**src/hw/rtl/power_feedforward_fan_boost_unit_macros.svh**
```systemverilog
// -----------------------------------------------------------------------------
// Assertion macros for the power feed-forward fan boost unit
// Immediate-antecedent and next-cycle property forms, clocked on clk and
// disabled while arst_n is low.
// -----------------------------------------------------------------------------
`ifndef POWER_FEEDFORWARD_FAN_BOOST_UNIT_MACROS_SVH
`define POWER_FEEDFORWARD_FAN_BOOST_UNIT_MACROS_SVH

// The consequent must hold in the same cycle as the antecedent.
`define PFB_ASSERT_NOW(label, ante, cons, msg) \
	label: assert property (@(posedge clk) disable iff (!arst_n) (ante) |-> (cons)) \
		else $error(msg);

// The consequent must hold in the cycle after the antecedent.
`define PFB_ASSERT_NEXT(label, ante, cons, msg) \
	label: assert property (@(posedge clk) disable iff (!arst_n) (ante) |=> (cons)) \
		else $error(msg);

`endif

```
**src/hw/rtl/pfb_pkg.sv**
```systemverilog
// -----------------------------------------------------------------------------
// Power feed-forward fan boost package
// Widths, reset values, register indexes, constants and the types shared by
// the controller and the datapath.
// -----------------------------------------------------------------------------
package pfb_pkg;

	localparam int TIME_W      = 32;
	localparam int POWER_W     = 16;
	localparam int TEMP_W      = 12;
	localparam int PCT_W       = 7;
	localparam int THR_W       = 16;
	localparam int MS_W        = 20;
	localparam int BAND_W      = 10;
	localparam int CFG_IDX_W   = 3;
	localparam int CFG_DATA_W  = 20;
	localparam int IN_TDATA_W  = 64;
	localparam int OUT_TDATA_W = 16;

	localparam int POWER_LSB = TIME_W;
	localparam int TEMP_LSB  = TIME_W + POWER_W;
	localparam int OUT_PAD_W = OUT_TDATA_W - 2 * PCT_W;

	localparam logic [THR_W-1:0]  THR_RST     = 16'd500;
	localparam logic [MS_W-1:0]   FADE_RST    = 20'd30000;
	localparam logic [MS_W-1:0]   LEARN_RST   = 20'd60000;
	localparam logic [BAND_W-1:0] BAND_RST    = 10'd5;
	localparam logic [PCT_W-1:0]  PCT_MIN_RST = 7'd10;
	localparam logic [PCT_W-1:0]  PCT_MAX_RST = 7'd100;
	localparam logic [PCT_W-1:0]  START_PCT   = 7'd30;

	localparam logic [TIME_W-1:0] ACTIVATE_MS = 32'd5000;
	localparam int ALPHA_Q8 = 77;

	// Rate is |dT|*60000/L; the step ALPHA/256*|rate|*2/10 reduces to
	// |dT|*ALPHA*375 / (8*L).
	localparam int RATE_K     = 60000;
	localparam int STEP_K     = ALPHA_Q8 * 375;
	localparam int STEP_SHIFT = 3;

	localparam int MAG_W       = TEMP_W;
	localparam int RATE_PROD_W = 28;
	localparam int BAND_PROD_W = BAND_W + MS_W;
	localparam int FADE_PROD_W = PCT_W + MS_W;
	localparam int DIV_NUM_W   = 29;
	localparam int DIV_DEN_W   = MS_W + STEP_SHIFT;
	localparam int DIV_CNT_W   = $clog2(DIV_NUM_W);
	localparam int QW          = DIV_NUM_W + 1;

	typedef enum logic [CFG_IDX_W-1:0] {
		CFG_THRESHOLD_POWER = 3'd0,
		CFG_FADE_MS         = 3'd1,
		CFG_LEARN_MS        = 3'd2,
		CFG_RATE_DEADBAND   = 3'd3,
		CFG_PCT_MIN         = 3'd4,
		CFG_PCT_MAX         = 3'd5,
		CFG_START_PCT       = 3'd6,
		CFG_LEARNING_LOCKED = 3'd7
	} cfg_idx_t;

	typedef enum logic [1:0] {
		KIND_ZERO  = 2'd0,
		KIND_BOOST = 2'd1,
		KIND_LEARN = 2'd2,
		KIND_FADE  = 2'd3
	} kind_t;

	typedef enum logic [2:0] {
		ST_IDLE   = 3'd0,
		ST_DECIDE = 3'd1,
		ST_MULT   = 3'd2,
		ST_START  = 3'd3,
		ST_DIV    = 3'd4,
		ST_COMMIT = 3'd5
	} state_t;

	typedef struct packed {
		logic capture;
		logic decide;
		logic mult;
		logic div_start;
		logic commit;
	} pfb_cmd_t;

	typedef struct packed {
		kind_t kind;
		logic  div_busy;
		logic  out_free;
	} pfb_status_t;

endpackage

```
**src/hw/rtl/pfb_div.sv**
```systemverilog
// -----------------------------------------------------------------------------
// Shared restoring divider
// Unsigned division, one quotient bit per cycle, with a flag for a non-zero
// remainder so that callers can round up.
// -----------------------------------------------------------------------------
module pfb_div (
	input  logic                          clk,
	input  logic                          arst_n,
	input  logic                          start,
	input  logic [pfb_pkg::DIV_NUM_W-1:0] num,
	input  logic [pfb_pkg::DIV_DEN_W-1:0] den,
	output logic                          busy,
	output logic [pfb_pkg::DIV_NUM_W-1:0] quot,
	output logic                          rem_nz
);
	import pfb_pkg::*;

	logic                 busy_q;
	logic [DIV_CNT_W-1:0] cnt_q;
	logic [DIV_DEN_W-1:0] den_q;
	logic [DIV_DEN_W-1:0] rem_q;
	logic [DIV_NUM_W-1:0] quot_q;
	logic [DIV_DEN_W:0]   shifted;
	logic                 fits;

	assign shifted = {rem_q, quot_q[DIV_NUM_W-1]};
	assign fits    = shifted >= {1'b0, den_q};

	always_ff @(posedge clk or negedge arst_n) begin
		if (!arst_n) begin
			busy_q <= 1'b0;
			cnt_q  <= '0;
		end else if (start) begin
			busy_q <= 1'b1;
			cnt_q  <= DIV_CNT_W'(DIV_NUM_W - 1);
		end else if (busy_q) begin
			cnt_q <= cnt_q - 1'b1;
			if (cnt_q == '0) begin
				busy_q <= 1'b0;
			end
		end
	end

	always_ff @(posedge clk) begin
		if (start) begin
			den_q  <= den;
			rem_q  <= '0;
			quot_q <= num;
		end else if (busy_q) begin
			if (fits) begin
				rem_q <= DIV_DEN_W'(shifted - {1'b0, den_q});
			end else begin
				rem_q <= shifted[DIV_DEN_W-1:0];
			end
			quot_q <= {quot_q[DIV_NUM_W-2:0], fits};
		end
	end

	assign busy   = busy_q;
	assign quot   = quot_q;
	assign rem_nz = |rem_q;

endmodule

```
**src/hw/rtl/pfb_datapath.sv**
```systemverilog
// -----------------------------------------------------------------------------
// Fan boost datapath
// Configuration registers, boost state, the activation and fade decisions,
// the products for learning and fading, the shared divider and the output
// register.
// -----------------------------------------------------------------------------
module pfb_datapath (
	input  logic                            clk,
	input  logic                            arst_n,
	input  pfb_pkg::pfb_cmd_t               cmd,
	output pfb_pkg::pfb_status_t            status,
	input  logic                            cfg_we,
	input  logic [pfb_pkg::CFG_IDX_W-1:0]   cfg_index,
	input  logic [pfb_pkg::CFG_DATA_W-1:0]  cfg_data,
	input  logic [pfb_pkg::IN_TDATA_W-1:0]  in_data,
	input  logic                            in_fault,
	output logic                            out_valid,
	input  logic                            out_ready,
	output logic [pfb_pkg::OUT_TDATA_W-1:0] out_data,
	output logic                            out_boost
);
	import pfb_pkg::*;

	// Configuration.
	logic [THR_W-1:0]  thr_q;
	logic [MS_W-1:0]   fade_ms_q;
	logic [MS_W-1:0]   learn_ms_q;
	logic [BAND_W-1:0] band_q;
	logic [PCT_W-1:0]  pct_min_q;
	logic [PCT_W-1:0]  pct_max_q;
	logic              lock_q;
	logic [MS_W-1:0]   l_eff;

	// Captured item.
	logic [TIME_W-1:0]         time_q;
	logic signed [POWER_W-1:0] power_q;
	logic [TEMP_W-1:0]         temp_q;
	logic                      fault_q;

	// Boost state.
	logic              above_valid_q;
	logic              fade_valid_q;
	logic              active_q;
	logic              learned_done_q;
	logic [PCT_W-1:0]  boost_pct_q;
	logic [TIME_W-1:0] above_since_q;
	logic [TIME_W-1:0] fade_start_q;
	logic [TIME_W-1:0] boost_start_q;
	logic [TEMP_W-1:0] start_temp_q;
	logic [PCT_W-1:0]  pct_at_fade_q;

	// Decision.
	logic              neg_c;
	logic              above_c;
	logic [TIME_W-1:0] since_c;
	logic [TIME_W-1:0] bstart_c;
	logic [TIME_W-1:0] fstart_c;
	logic [TIME_W-1:0] e_c;
	logic              activate_c;
	logic              act_c;
	logic              ld_c;
	logic              learn_go_c;
	logic              fade_end_c;
	logic [TEMP_W-1:0] st_temp_c;
	logic [PCT_W-1:0]  paf_c;
	logic [TEMP_W:0]   dt_c;
	logic [TEMP_W:0]   dt_abs_c;
	kind_t             kind_c;

	kind_t            kind_q;
	logic [MAG_W-1:0] mag_q;
	logic             dt_neg_q;
	logic [MS_W-1:0]  diff_q;

	logic [RATE_PROD_W-1:0] rate_prod_q;
	logic [BAND_PROD_W-1:0] band_prod_q;
	logic [DIV_NUM_W-1:0]   step_prod_q;
	logic [FADE_PROD_W-1:0] fade_prod_q;
	logic                   exceed_q;

	logic [DIV_NUM_W-1:0] div_num;
	logic [DIV_DEN_W-1:0] div_den;
	logic                 div_busy;
	logic [DIV_NUM_W-1:0] quot;
	logic                 rem_nz;

	logic [QW-1:0]    q_ceil;
	logic [QW-1:0]    rise_sum;
	logic [PCT_W-1:0] fall_pct;
	logic [PCT_W-1:0] fall_new;
	logic [PCT_W-1:0] rise_new;
	logic [PCT_W-1:0] np;
	logic [PCT_W-1:0] boost_next;
	logic [PCT_W-1:0] extra_c;

	logic             m_valid_q;
	logic [PCT_W-1:0] m_extra_q;
	logic [PCT_W-1:0] m_learned_q;
	logic             m_boost_q;
	logic             out_free;

	assign l_eff = (learn_ms_q == '0) ? MS_W'(1) : learn_ms_q;

	always_ff @(posedge clk or negedge arst_n) begin
		if (!arst_n) begin
			thr_q      <= THR_RST;
			fade_ms_q  <= FADE_RST;
			learn_ms_q <= LEARN_RST;
			band_q     <= BAND_RST;
			pct_min_q  <= PCT_MIN_RST;
			pct_max_q  <= PCT_MAX_RST;
			lock_q     <= 1'b0;
		end else if (cfg_we) begin
			case (cfg_idx_t'(cfg_index))
				CFG_THRESHOLD_POWER: thr_q      <= cfg_data[THR_W-1:0];
				CFG_FADE_MS:         fade_ms_q  <= cfg_data[MS_W-1:0];
				CFG_LEARN_MS:        learn_ms_q <= cfg_data[MS_W-1:0];
				CFG_RATE_DEADBAND:   band_q     <= cfg_data[BAND_W-1:0];
				CFG_PCT_MIN:         pct_min_q  <= cfg_data[PCT_W-1:0];
				CFG_PCT_MAX:         pct_max_q  <= cfg_data[PCT_W-1:0];
				CFG_LEARNING_LOCKED: lock_q     <= cfg_data[0];
				default: begin
					// The start percentage only acts through reset, which loads
					// its reset value, so a write to it changes nothing.
				end
			endcase
		end
	end

	always_ff @(posedge clk) begin
		if (cmd.capture) begin
			time_q  <= in_data[TIME_W-1:0];
			power_q <= in_data[POWER_LSB +: POWER_W];
			temp_q  <= in_data[TEMP_LSB +: TEMP_W];
			fault_q <= in_fault;
		end
	end

	always_comb begin
		neg_c      = power_q[POWER_W-1] || (power_q == '0) || fault_q;
		above_c    = $unsigned(power_q) >= thr_q;
		since_c    = above_valid_q ? above_since_q : time_q;
		activate_c = !active_q && ((time_q - since_c) >= ACTIVATE_MS);
		act_c      = active_q || activate_c;
		bstart_c   = activate_c ? time_q : boost_start_q;
		ld_c       = activate_c ? 1'b0 : learned_done_q;
		learn_go_c = !ld_c && ((time_q - bstart_c) >= TIME_W'(l_eff));
		st_temp_c  = activate_c ? temp_q : start_temp_q;
		fstart_c   = fade_valid_q ? fade_start_q : time_q;
		paf_c      = fade_valid_q ? pct_at_fade_q : boost_pct_q;
		e_c        = time_q - fstart_c;
		fade_end_c = e_c >= TIME_W'(fade_ms_q);
		dt_c       = {temp_q[TEMP_W-1], temp_q} - {st_temp_c[TEMP_W-1], st_temp_c};
		dt_abs_c   = dt_c[TEMP_W] ? -dt_c : dt_c;
		if (neg_c) begin
			kind_c = KIND_ZERO;
		end else if (above_c) begin
			if (!act_c) begin
				kind_c = KIND_ZERO;
			end else if (learn_go_c) begin
				kind_c = KIND_LEARN;
			end else begin
				kind_c = KIND_BOOST;
			end
		end else if (active_q && !fade_end_c) begin
			kind_c = KIND_FADE;
		end else begin
			kind_c = KIND_ZERO;
		end
	end

	always_ff @(posedge clk or negedge arst_n) begin
		if (!arst_n) begin
			above_valid_q  <= 1'b0;
			fade_valid_q   <= 1'b0;
			active_q       <= 1'b0;
			learned_done_q <= 1'b0;
			boost_pct_q    <= START_PCT;
			kind_q         <= KIND_ZERO;
		end else begin
			if (cmd.decide) begin
				kind_q <= kind_c;
				if (neg_c) begin
					active_q      <= 1'b0;
					above_valid_q <= 1'b0;
					fade_valid_q  <= 1'b0;
				end else if (above_c) begin
					fade_valid_q   <= 1'b0;
					above_valid_q  <= 1'b1;
					active_q       <= act_c;
					learned_done_q <= ld_c || learn_go_c;
				end else begin
					above_valid_q <= 1'b0;
					if (active_q) begin
						active_q     <= !fade_end_c;
						fade_valid_q <= !fade_end_c;
					end
				end
			end
			if (cmd.commit) begin
				boost_pct_q <= boost_next;
			end
		end
	end

	always_ff @(posedge clk) begin
		if (cmd.decide) begin
			mag_q    <= dt_abs_c[MAG_W-1:0];
			dt_neg_q <= dt_c[TEMP_W];
			diff_q   <= fade_ms_q - e_c[MS_W-1:0];
			if (!neg_c && above_c) begin
				above_since_q <= since_c;
				if (activate_c) begin
					boost_start_q <= time_q;
					start_temp_q  <= temp_q;
				end
			end
			if (!neg_c && !above_c && active_q) begin
				fade_start_q  <= fstart_c;
				pct_at_fade_q <= paf_c;
			end
		end
		if (cmd.mult) begin
			rate_prod_q <= RATE_PROD_W'(mag_q) * RATE_PROD_W'(RATE_K);
			band_prod_q <= BAND_PROD_W'(band_q) * BAND_PROD_W'(l_eff);
			step_prod_q <= DIV_NUM_W'(mag_q) * DIV_NUM_W'(STEP_K);
			fade_prod_q <= FADE_PROD_W'(pct_at_fade_q) * FADE_PROD_W'(diff_q);
		end
		if (cmd.div_start) begin
			exceed_q <= BAND_PROD_W'(rate_prod_q) > band_prod_q;
		end
	end

	always_comb begin
		if (kind_q == KIND_LEARN) begin
			div_num = step_prod_q;
			div_den = DIV_DEN_W'({l_eff, STEP_SHIFT'(0)});
		end else begin
			div_num = DIV_NUM_W'({fade_prod_q, 1'b0}) + DIV_NUM_W'(fade_ms_q);
			div_den = DIV_DEN_W'({fade_ms_q, 1'b0});
		end
	end

	pfb_div u_div (
		.clk    (clk),
		.arst_n (arst_n),
		.start  (cmd.div_start),
		.num    (div_num),
		.den    (div_den),
		.busy   (div_busy),
		.quot   (quot),
		.rem_nz (rem_nz)
	);

	always_comb begin
		q_ceil   = QW'(quot) + QW'(rem_nz);
		rise_sum = QW'(quot) + QW'(boost_pct_q);
		fall_pct = boost_pct_q - q_ceil[PCT_W-1:0];
		if ((q_ceil > QW'(boost_pct_q)) || (fall_pct < pct_min_q)) begin
			fall_new = pct_min_q;
		end else begin
			fall_new = fall_pct;
		end
		if (rise_sum > QW'(pct_max_q)) begin
			rise_new = pct_max_q;
		end else begin
			rise_new = rise_sum[PCT_W-1:0];
		end
		if (!exceed_q) begin
			np = boost_pct_q;
		end else if (dt_neg_q) begin
			np = fall_new;
		end else begin
			np = rise_new;
		end
		boost_next = ((kind_q == KIND_LEARN) && !lock_q) ? np : boost_pct_q;
		case (kind_q)
			KIND_BOOST: extra_c = boost_next;
			KIND_LEARN: extra_c = boost_next;
			KIND_FADE:  extra_c = quot[PCT_W-1:0];
			default:    extra_c = '0;
		endcase
	end

	assign out_free = !m_valid_q || out_ready;

	always_ff @(posedge clk or negedge arst_n) begin
		if (!arst_n) begin
			m_valid_q <= 1'b0;
		end else if (cmd.commit) begin
			m_valid_q <= 1'b1;
		end else if (out_ready) begin
			m_valid_q <= 1'b0;
		end
	end

	always_ff @(posedge clk) begin
		if (cmd.commit) begin
			m_extra_q   <= extra_c;
			m_learned_q <= boost_next;
			m_boost_q   <= active_q;
		end
	end

	assign status.kind     = kind_q;
	assign status.div_busy = div_busy;
	assign status.out_free = out_free;

	assign out_valid = m_valid_q;
	assign out_data  = {OUT_PAD_W'(0), m_learned_q, m_extra_q};
	assign out_boost = m_boost_q;

endmodule

```
**src/hw/rtl/pfb_ctrl.sv**
```systemverilog
// -----------------------------------------------------------------------------
// Fan boost controller
// Sequences one evaluation through decision, multiplication, division (only
// when it learns or fades) and result write-back.
// -----------------------------------------------------------------------------
module pfb_ctrl (
	input  logic                 clk,
	input  logic                 arst_n,
	input  logic                 in_valid,
	output logic                 in_ready,
	input  pfb_pkg::pfb_status_t status,
	output pfb_pkg::pfb_cmd_t    cmd
);
	import pfb_pkg::*;

	state_t state_q;
	state_t state_d;
	logic   needs_div;

	assign needs_div = (status.kind == KIND_LEARN) || (status.kind == KIND_FADE);

	always_ff @(posedge clk or negedge arst_n) begin
		if (!arst_n) begin
			state_q <= ST_IDLE;
		end else begin
			state_q <= state_d;
		end
	end

	always_comb begin
		state_d = state_q;
		case (state_q)
			ST_IDLE: begin
				if (in_valid) begin
					state_d = ST_DECIDE;
				end
			end
			ST_DECIDE: state_d = ST_MULT;
			ST_MULT: begin
				state_d = needs_div ? ST_START : ST_COMMIT;
			end
			ST_START: state_d = ST_DIV;
			ST_DIV: begin
				if (!status.div_busy) begin
					state_d = ST_COMMIT;
				end
			end
			ST_COMMIT: begin
				if (status.out_free) begin
					state_d = ST_IDLE;
				end
			end
			default: state_d = ST_IDLE;
		endcase
	end

	always_comb begin
		in_ready      = 1'b0;
		cmd.capture   = 1'b0;
		cmd.decide    = 1'b0;
		cmd.mult      = 1'b0;
		cmd.div_start = 1'b0;
		cmd.commit    = 1'b0;
		case (state_q)
			ST_IDLE: begin
				in_ready    = 1'b1;
				cmd.capture = in_valid;
			end
			ST_DECIDE: cmd.decide    = 1'b1;
			ST_MULT:   cmd.mult      = 1'b1;
			ST_START:  cmd.div_start = 1'b1;
			ST_COMMIT: cmd.commit    = status.out_free;
			default: begin
			end
		endcase
	end

endmodule

```
**src/hw/rtl/power_feedforward_fan_boost_unit.sv**
```systemverilog
// -----------------------------------------------------------------------------
// Power feed-forward fan boost unit
// Turns load power and temperature readings into an extra fan drive
// percentage, learning the boost level from the temperature rate.
// -----------------------------------------------------------------------------
// One evaluation is handled at a time. One that learns or fades also runs
// the shared divider, which produces one quotient bit per cycle over 29
// bits, before write-back. A finished result waits in the output
// register, so the next evaluation is taken while it is still pending, and the
// block only stalls in write-back when that register is still full.
`include "power_feedforward_fan_boost_unit_macros.svh"

module power_feedforward_fan_boost_unit (
	input  logic                            clk,
	input  logic                            arst_n,
	input  logic                            cfg_we,
	input  logic [pfb_pkg::CFG_IDX_W-1:0]   cfg_index,
	input  logic [pfb_pkg::CFG_DATA_W-1:0]  cfg_data,
	input  logic                            s_axis_tvalid,
	output logic                            s_axis_tready,
	// time_ms [31:0], power [47:32], temperature [59:48], zero [63:60]
	input  logic [pfb_pkg::IN_TDATA_W-1:0]  s_axis_tdata,
	// sensor_fault
	input  logic                            s_axis_tuser,
	output logic                            m_axis_tvalid,
	input  logic                            m_axis_tready,
	// extra_pct [6:0], learned_pct [13:7], zero [15:14]
	output logic [pfb_pkg::OUT_TDATA_W-1:0] m_axis_tdata,
	// boost_on
	output logic                            m_axis_tuser
);
	import pfb_pkg::*;

	pfb_cmd_t    cmd;
	pfb_status_t status;

	pfb_ctrl u_ctrl (
		.clk      (clk),
		.arst_n   (arst_n),
		.in_valid (s_axis_tvalid),
		.in_ready (s_axis_tready),
		.status   (status),
		.cmd      (cmd)
	);

	pfb_datapath u_datapath (
		.clk       (clk),
		.arst_n    (arst_n),
		.cmd       (cmd),
		.status    (status),
		.cfg_we    (cfg_we),
		.cfg_index (cfg_index),
		.cfg_data  (cfg_data),
		.in_data   (s_axis_tdata),
		.in_fault  (s_axis_tuser),
		.out_valid (m_axis_tvalid),
		.out_ready (m_axis_tready),
		.out_data  (m_axis_tdata),
		.out_boost (m_axis_tuser)
	);

	`PFB_ASSERT_NEXT(a_busy_after_transfer, s_axis_tvalid && s_axis_tready, !s_axis_tready, "input taken again while an evaluation is in progress")
	`PFB_ASSERT_NOW(a_div_idle_when_ready, s_axis_tready, !status.div_busy, "divider still running while the block is ready")
	`PFB_ASSERT_NOW(a_off_gives_zero, m_axis_tvalid && !m_axis_tuser, m_axis_tdata[6:0] == 7'd0, "extra drive given while the boost is off")

endmodule
```
**config.mk**
```make
export PLATFORM = sky130hd
export DESIGN_NAME = power_feedforward_fan_boost_unit
export DESIGN_NICKNAME = d
export VERILOG_FILES = /design/src/hw/rtl/pfb_pkg.sv /design/src/hw/rtl/pfb_div.sv /design/src/hw/rtl/pfb_datapath.sv /design/src/hw/rtl/pfb_ctrl.sv /design/src/hw/rtl/power_feedforward_fan_boost_unit.sv
export VERILOG_INCLUDE_DIRS = /design/src /design/src/hw/rtl
export SDC_FILE = /design/constraint.sdc
export NUM_CORES = 2
export LEC_CHECK = 0
export BUFFER_PORTS_ARGS = -buffer_cell sky130_fd_sc_hd__buf_2
export CAP_MARGIN = 5
export CORE_MARGIN = 8
export CORE_UTILIZATION = 50
export DETAILED_ROUTE_END_ITERATION = 7
export GPL_TIMING_DRIVEN = 1
export PLACE_DENSITY_LB_ADDON = 0.15
export SKIP_LAST_GASP = 1
export SYNTH_ARGS = -nofsm -noshare
export SYNTH_HDL_FRONTEND = slang
export SYNTH_SLANG_ARGS = --single-unit
```
**constraint.sdc**
```tcl
create_clock -name clk -period 15 [get_ports clk]
set_input_delay 2.25 -clock clk [delete_from_list [all_inputs] [get_ports clk]]
set_output_delay 2.25 -clock clk [all_outputs]
set_load 0.01 [all_outputs]
```
==> results.toml <==
[outcome]
outcome = "finished clean"

[sta]
final_hold_viol_count = 0
fin_setup_tns_ps = 0
drv_slew = 0
clock_skew_ps = 45.0
worst_pin_slew_ps = 1180
fin_crit_sh_pct = 67.9
relSlewSlack_pct = 21.0
rsz0062_at_grt = "false"
period_needed_ps = 10190
setup_viol = 0
fmax_mhz = 98.1

[cells_and_area]
area_delta_synth_final_pct = 8.13
nFillCells = 8437
final_nets = 5869
final_layout_size_suffix_gt1_share_pct = 7.28

[worst_setup_path]
cp.required_ps = 15600
cp_slowest_cell = "a2111oi_1"
crit_top_cell = "ha_1"
rrSetupSlack_ps = 4810
start_kind = "flip-flop"
crit_end = "u_datapath.kind_q[0]"
critPathKind = "flip-flop to flip-flop"
reg2reg_from = "u_datapath.above_valid_q"
r2r_end = "u_datapath.kind_q[0]"
worstPathArrival_ps = 10790
startpoint = "u_datapath.above_valid_q"
crit_fanout = 48
r2r_cells = 38
max_stage_delay_ps = 610
critPathCaptureType = "flip-flop"

[yosys]
synth_async_sr_flop_share_pct = 20.5
synth_area_leader_cell = "edfxtp_1"
synth-edff-count = 380
yosys-top-cells-area = "edfxtp_1 24%, ha_1 15%, fa_1 14%"
synth_seq_cells = 507
ys_warn_count = 0
synth_cell_types = 101
syn_avg_cell_area_sq_um = 9.70
synthCells = 4864
synth_mux_area_share_pct = 3.72
ys.flop_type = "edfxtp_1"
synth_top_family_by_area = "adder cells"
ys_seq_area_share_pct = 30.7
synthAdderAreaFrac_pct = 28.2
synth_top_area_share_pct = 24.2
synth-compound-area-share_pct = 13.0
netlist_area_sq_um = 47200
synthSimpleGateAreaFrac_pct = 13.4
synth_xor_area_share_pct = 4.14

[clock_tree]
root_buffer = "clkbuf_16"
clkTransAtPathRegs_ps = 60
cts_setup_buffers = 0
cts.sink_count = 507
cts_buffer_depth = 3
cts_max_level = 2
cts_hold_repair.buffers = 0
numCtsBuffers = 59
tritoncts = "yes"
clk_latency_ps = 690
cts_resized = 0

[drt]
num_vias = 34800
postRouteWirelength_um = 119000
routed_via_density = 5.60
drtPass1Iterations = 7
postRouteAntennaNets = 0
drc = 0
wl_per_cell_um = 19.2
drt_iter0_drc = 2489

[global_routing]
grt.total_usage_pct = 22.7
antenna_found_initial = 5
grt_pass1_wl_um = 189000
grt_max_degree = 80
overflow = 0
grt_pass1_vias = 33800

[die]
core_area_sq_um = 93500
rows = 112
io_pins = 112
die_height_um = 323
die_w_um = 323
dieArea_sq_um = 104000
start_util_pct = 50.5

[place]
dp_hpwl_um = 93400
gp_congestion = 0.900
io_buffers = 105

[run]
drv_cap = 0

[hold_path]
hold_class = "flip-flop to flip-flop"
-- worst min path at each step --
stage | cells after the start | startpoint | slack [ps] | endpoint
6_report | 2 | u_datapath.thr_q[4] | 520 | u_datapath.thr_q[4]
5_1_grt | 2 | u_datapath.thr_q[4] | 540 | u_datapath.thr_q[4]
2_1_floorplan | 2 | u_datapath.u_div.rem_q[2] | 480 | u_datapath.u_div.rem_q[2]
3_5_place_dp | 2 | u_datapath.u_div.cnt_q[4] | 500 | u_datapath.u_div.busy
4_1_cts | 2 | u_datapath.thr_q[4] | 520 | u_datapath.thr_q[4]
3_3_place_gp | 2 | u_datapath.thr_q[2] | 500 | u_datapath.thr_q[2]
-- layout make-up --
class,count,area (sq um),share of cell area (%)
Antenna cell,1,2.50,0.00490
Clock buffer,72,1580,3.09
Clock inverter,40,533,1.04
Inverter,668,2510,4.91
Multi-Input combinational cell,3534,29600,58.0
Sequential cell,507,14500,28.4
Tap cell,1254,1570,3.07
Timing Repair Buffer,135,753,1.48
-- state kept, by name, indices dropped and copies added, names as in the netlist, 16 cells and up --
register / cells
u_datapath.power_q: 16
u_datapath.thr_q: 16
u_datapath.learn_ms_q: 20
u_datapath.u_div.rem_q: 23
u_datapath.fade_prod_q: 27
u_datapath.rate_prod_q: 23
u_datapath.u_div.den_q: 22
u_datapath.time_q: 32
u_datapath.boost_start_q: 32
u_datapath.fade_ms_q: 20
u_datapath.fade_start_q: 32
u_datapath.u_div.quot: 29
u_datapath.above_since_q: 32
u_datapath.diff_q: 20
u_datapath.step_prod_q: 24
u_datapath.band_prod_q: 30
-- routing by layer --
layer | vias up | GRT usage (%) | wire, um | share of wire (%)
met5 | - | 0 | 0 | 0
met1 | 16900 | 32.6 | 56000 | 47
li1 | 16800 | - | - | -
met3 | 156 | 2.93 | 6630 | 5.6
met2 | 886 | 36.5 | 53400 | 45
met4 | 0 | 5.34 | 2940 | 2.5
-- worst max-delay path, delay by kind of cell (launching register included) --
kind	cells	cell delay, ps
AO/OA/AOI/OAI	17	4020
XOR/XNOR	1	140
adder cells (fa/ha/maj)	4	1230
buffers and inverters	3	950
flip-flops	1	340
multiplexers	2	700
AND/OR/NAND/NOR	11	2630
-- cells in the mapped netlist (all sizes together) (10+ instances only) --
library cell / n
buf: 30
nand2b: 40
o211ai: 25
clkbuf: 126
or3: 29
o21bai: 44
nand2: 500
fa: 323
a21o: 88
nand3: 70
nor3b: 11
ha: 548
and3: 44
o31a: 11
a211oi: 21
o22ai: 10
mux2: 33
o21a: 56
edfxtp: 380
o2111ai: 14
a21boi: 20
nand4: 41
nor3: 68
o21ai: 280
dfstp: 31
nor2: 213
nor4: 30
a21oi: 248
inv: 668
mux2i: 138
xor2: 63
and4: 11
a31oi: 32
o31ai: 13
nor2b: 46
dfxtp: 23
dfrtp: 73
xnor2: 160
and2: 142
or2: 21
-- kinds of logic (layout without fill, tap and decap cells) --
logic type | Yosys count | after routing
flops | 507 | 507
fa+ha+maj | 871 | 871
simple gates | 1299 | 1299
compound gates | 968 | 968
mux | 171 | 171
buf+inv | 824 | 915
xor+xnor | 223 | 223
other cells | 1 | 3
-- cell usage in the layout (no fill, tap or decap), types with 88 or more instances in the layout --
cell type	count
o21ai_0	266
and2_1	141
nand2_1	500
a21oi_1	246
xnor2_1	160
edfxtp_1	380
nor2_1	212
inv_1	668
mux2i_1	138
ha_1	547
a21o_1	88
buf_2	104
fa_1	323
-- through the flow --
stage / std cells / area (sq um) / util (%) / setup WS (ps) / hold WS [ps]
global route: 6211 / 51000 / 54.6 / 3900 / 537
detailed placement: 6098 / 48900 / 52.4 / 4910 / 499
finish: 6211 / 51000 / 54.6 / 4810 / 519
CTS: 6210 / 51000 / 54.6 / 4840 / 525
floorplan: 4865 / 47200 / - / 6150 / 475
global placement: 6098 / 48900 / 52.4 / 5050 / 505
Power is left out: the tool's default activity adds up to more than one toggle a clock period on the data nets, which glitch-free logic cannot reach.
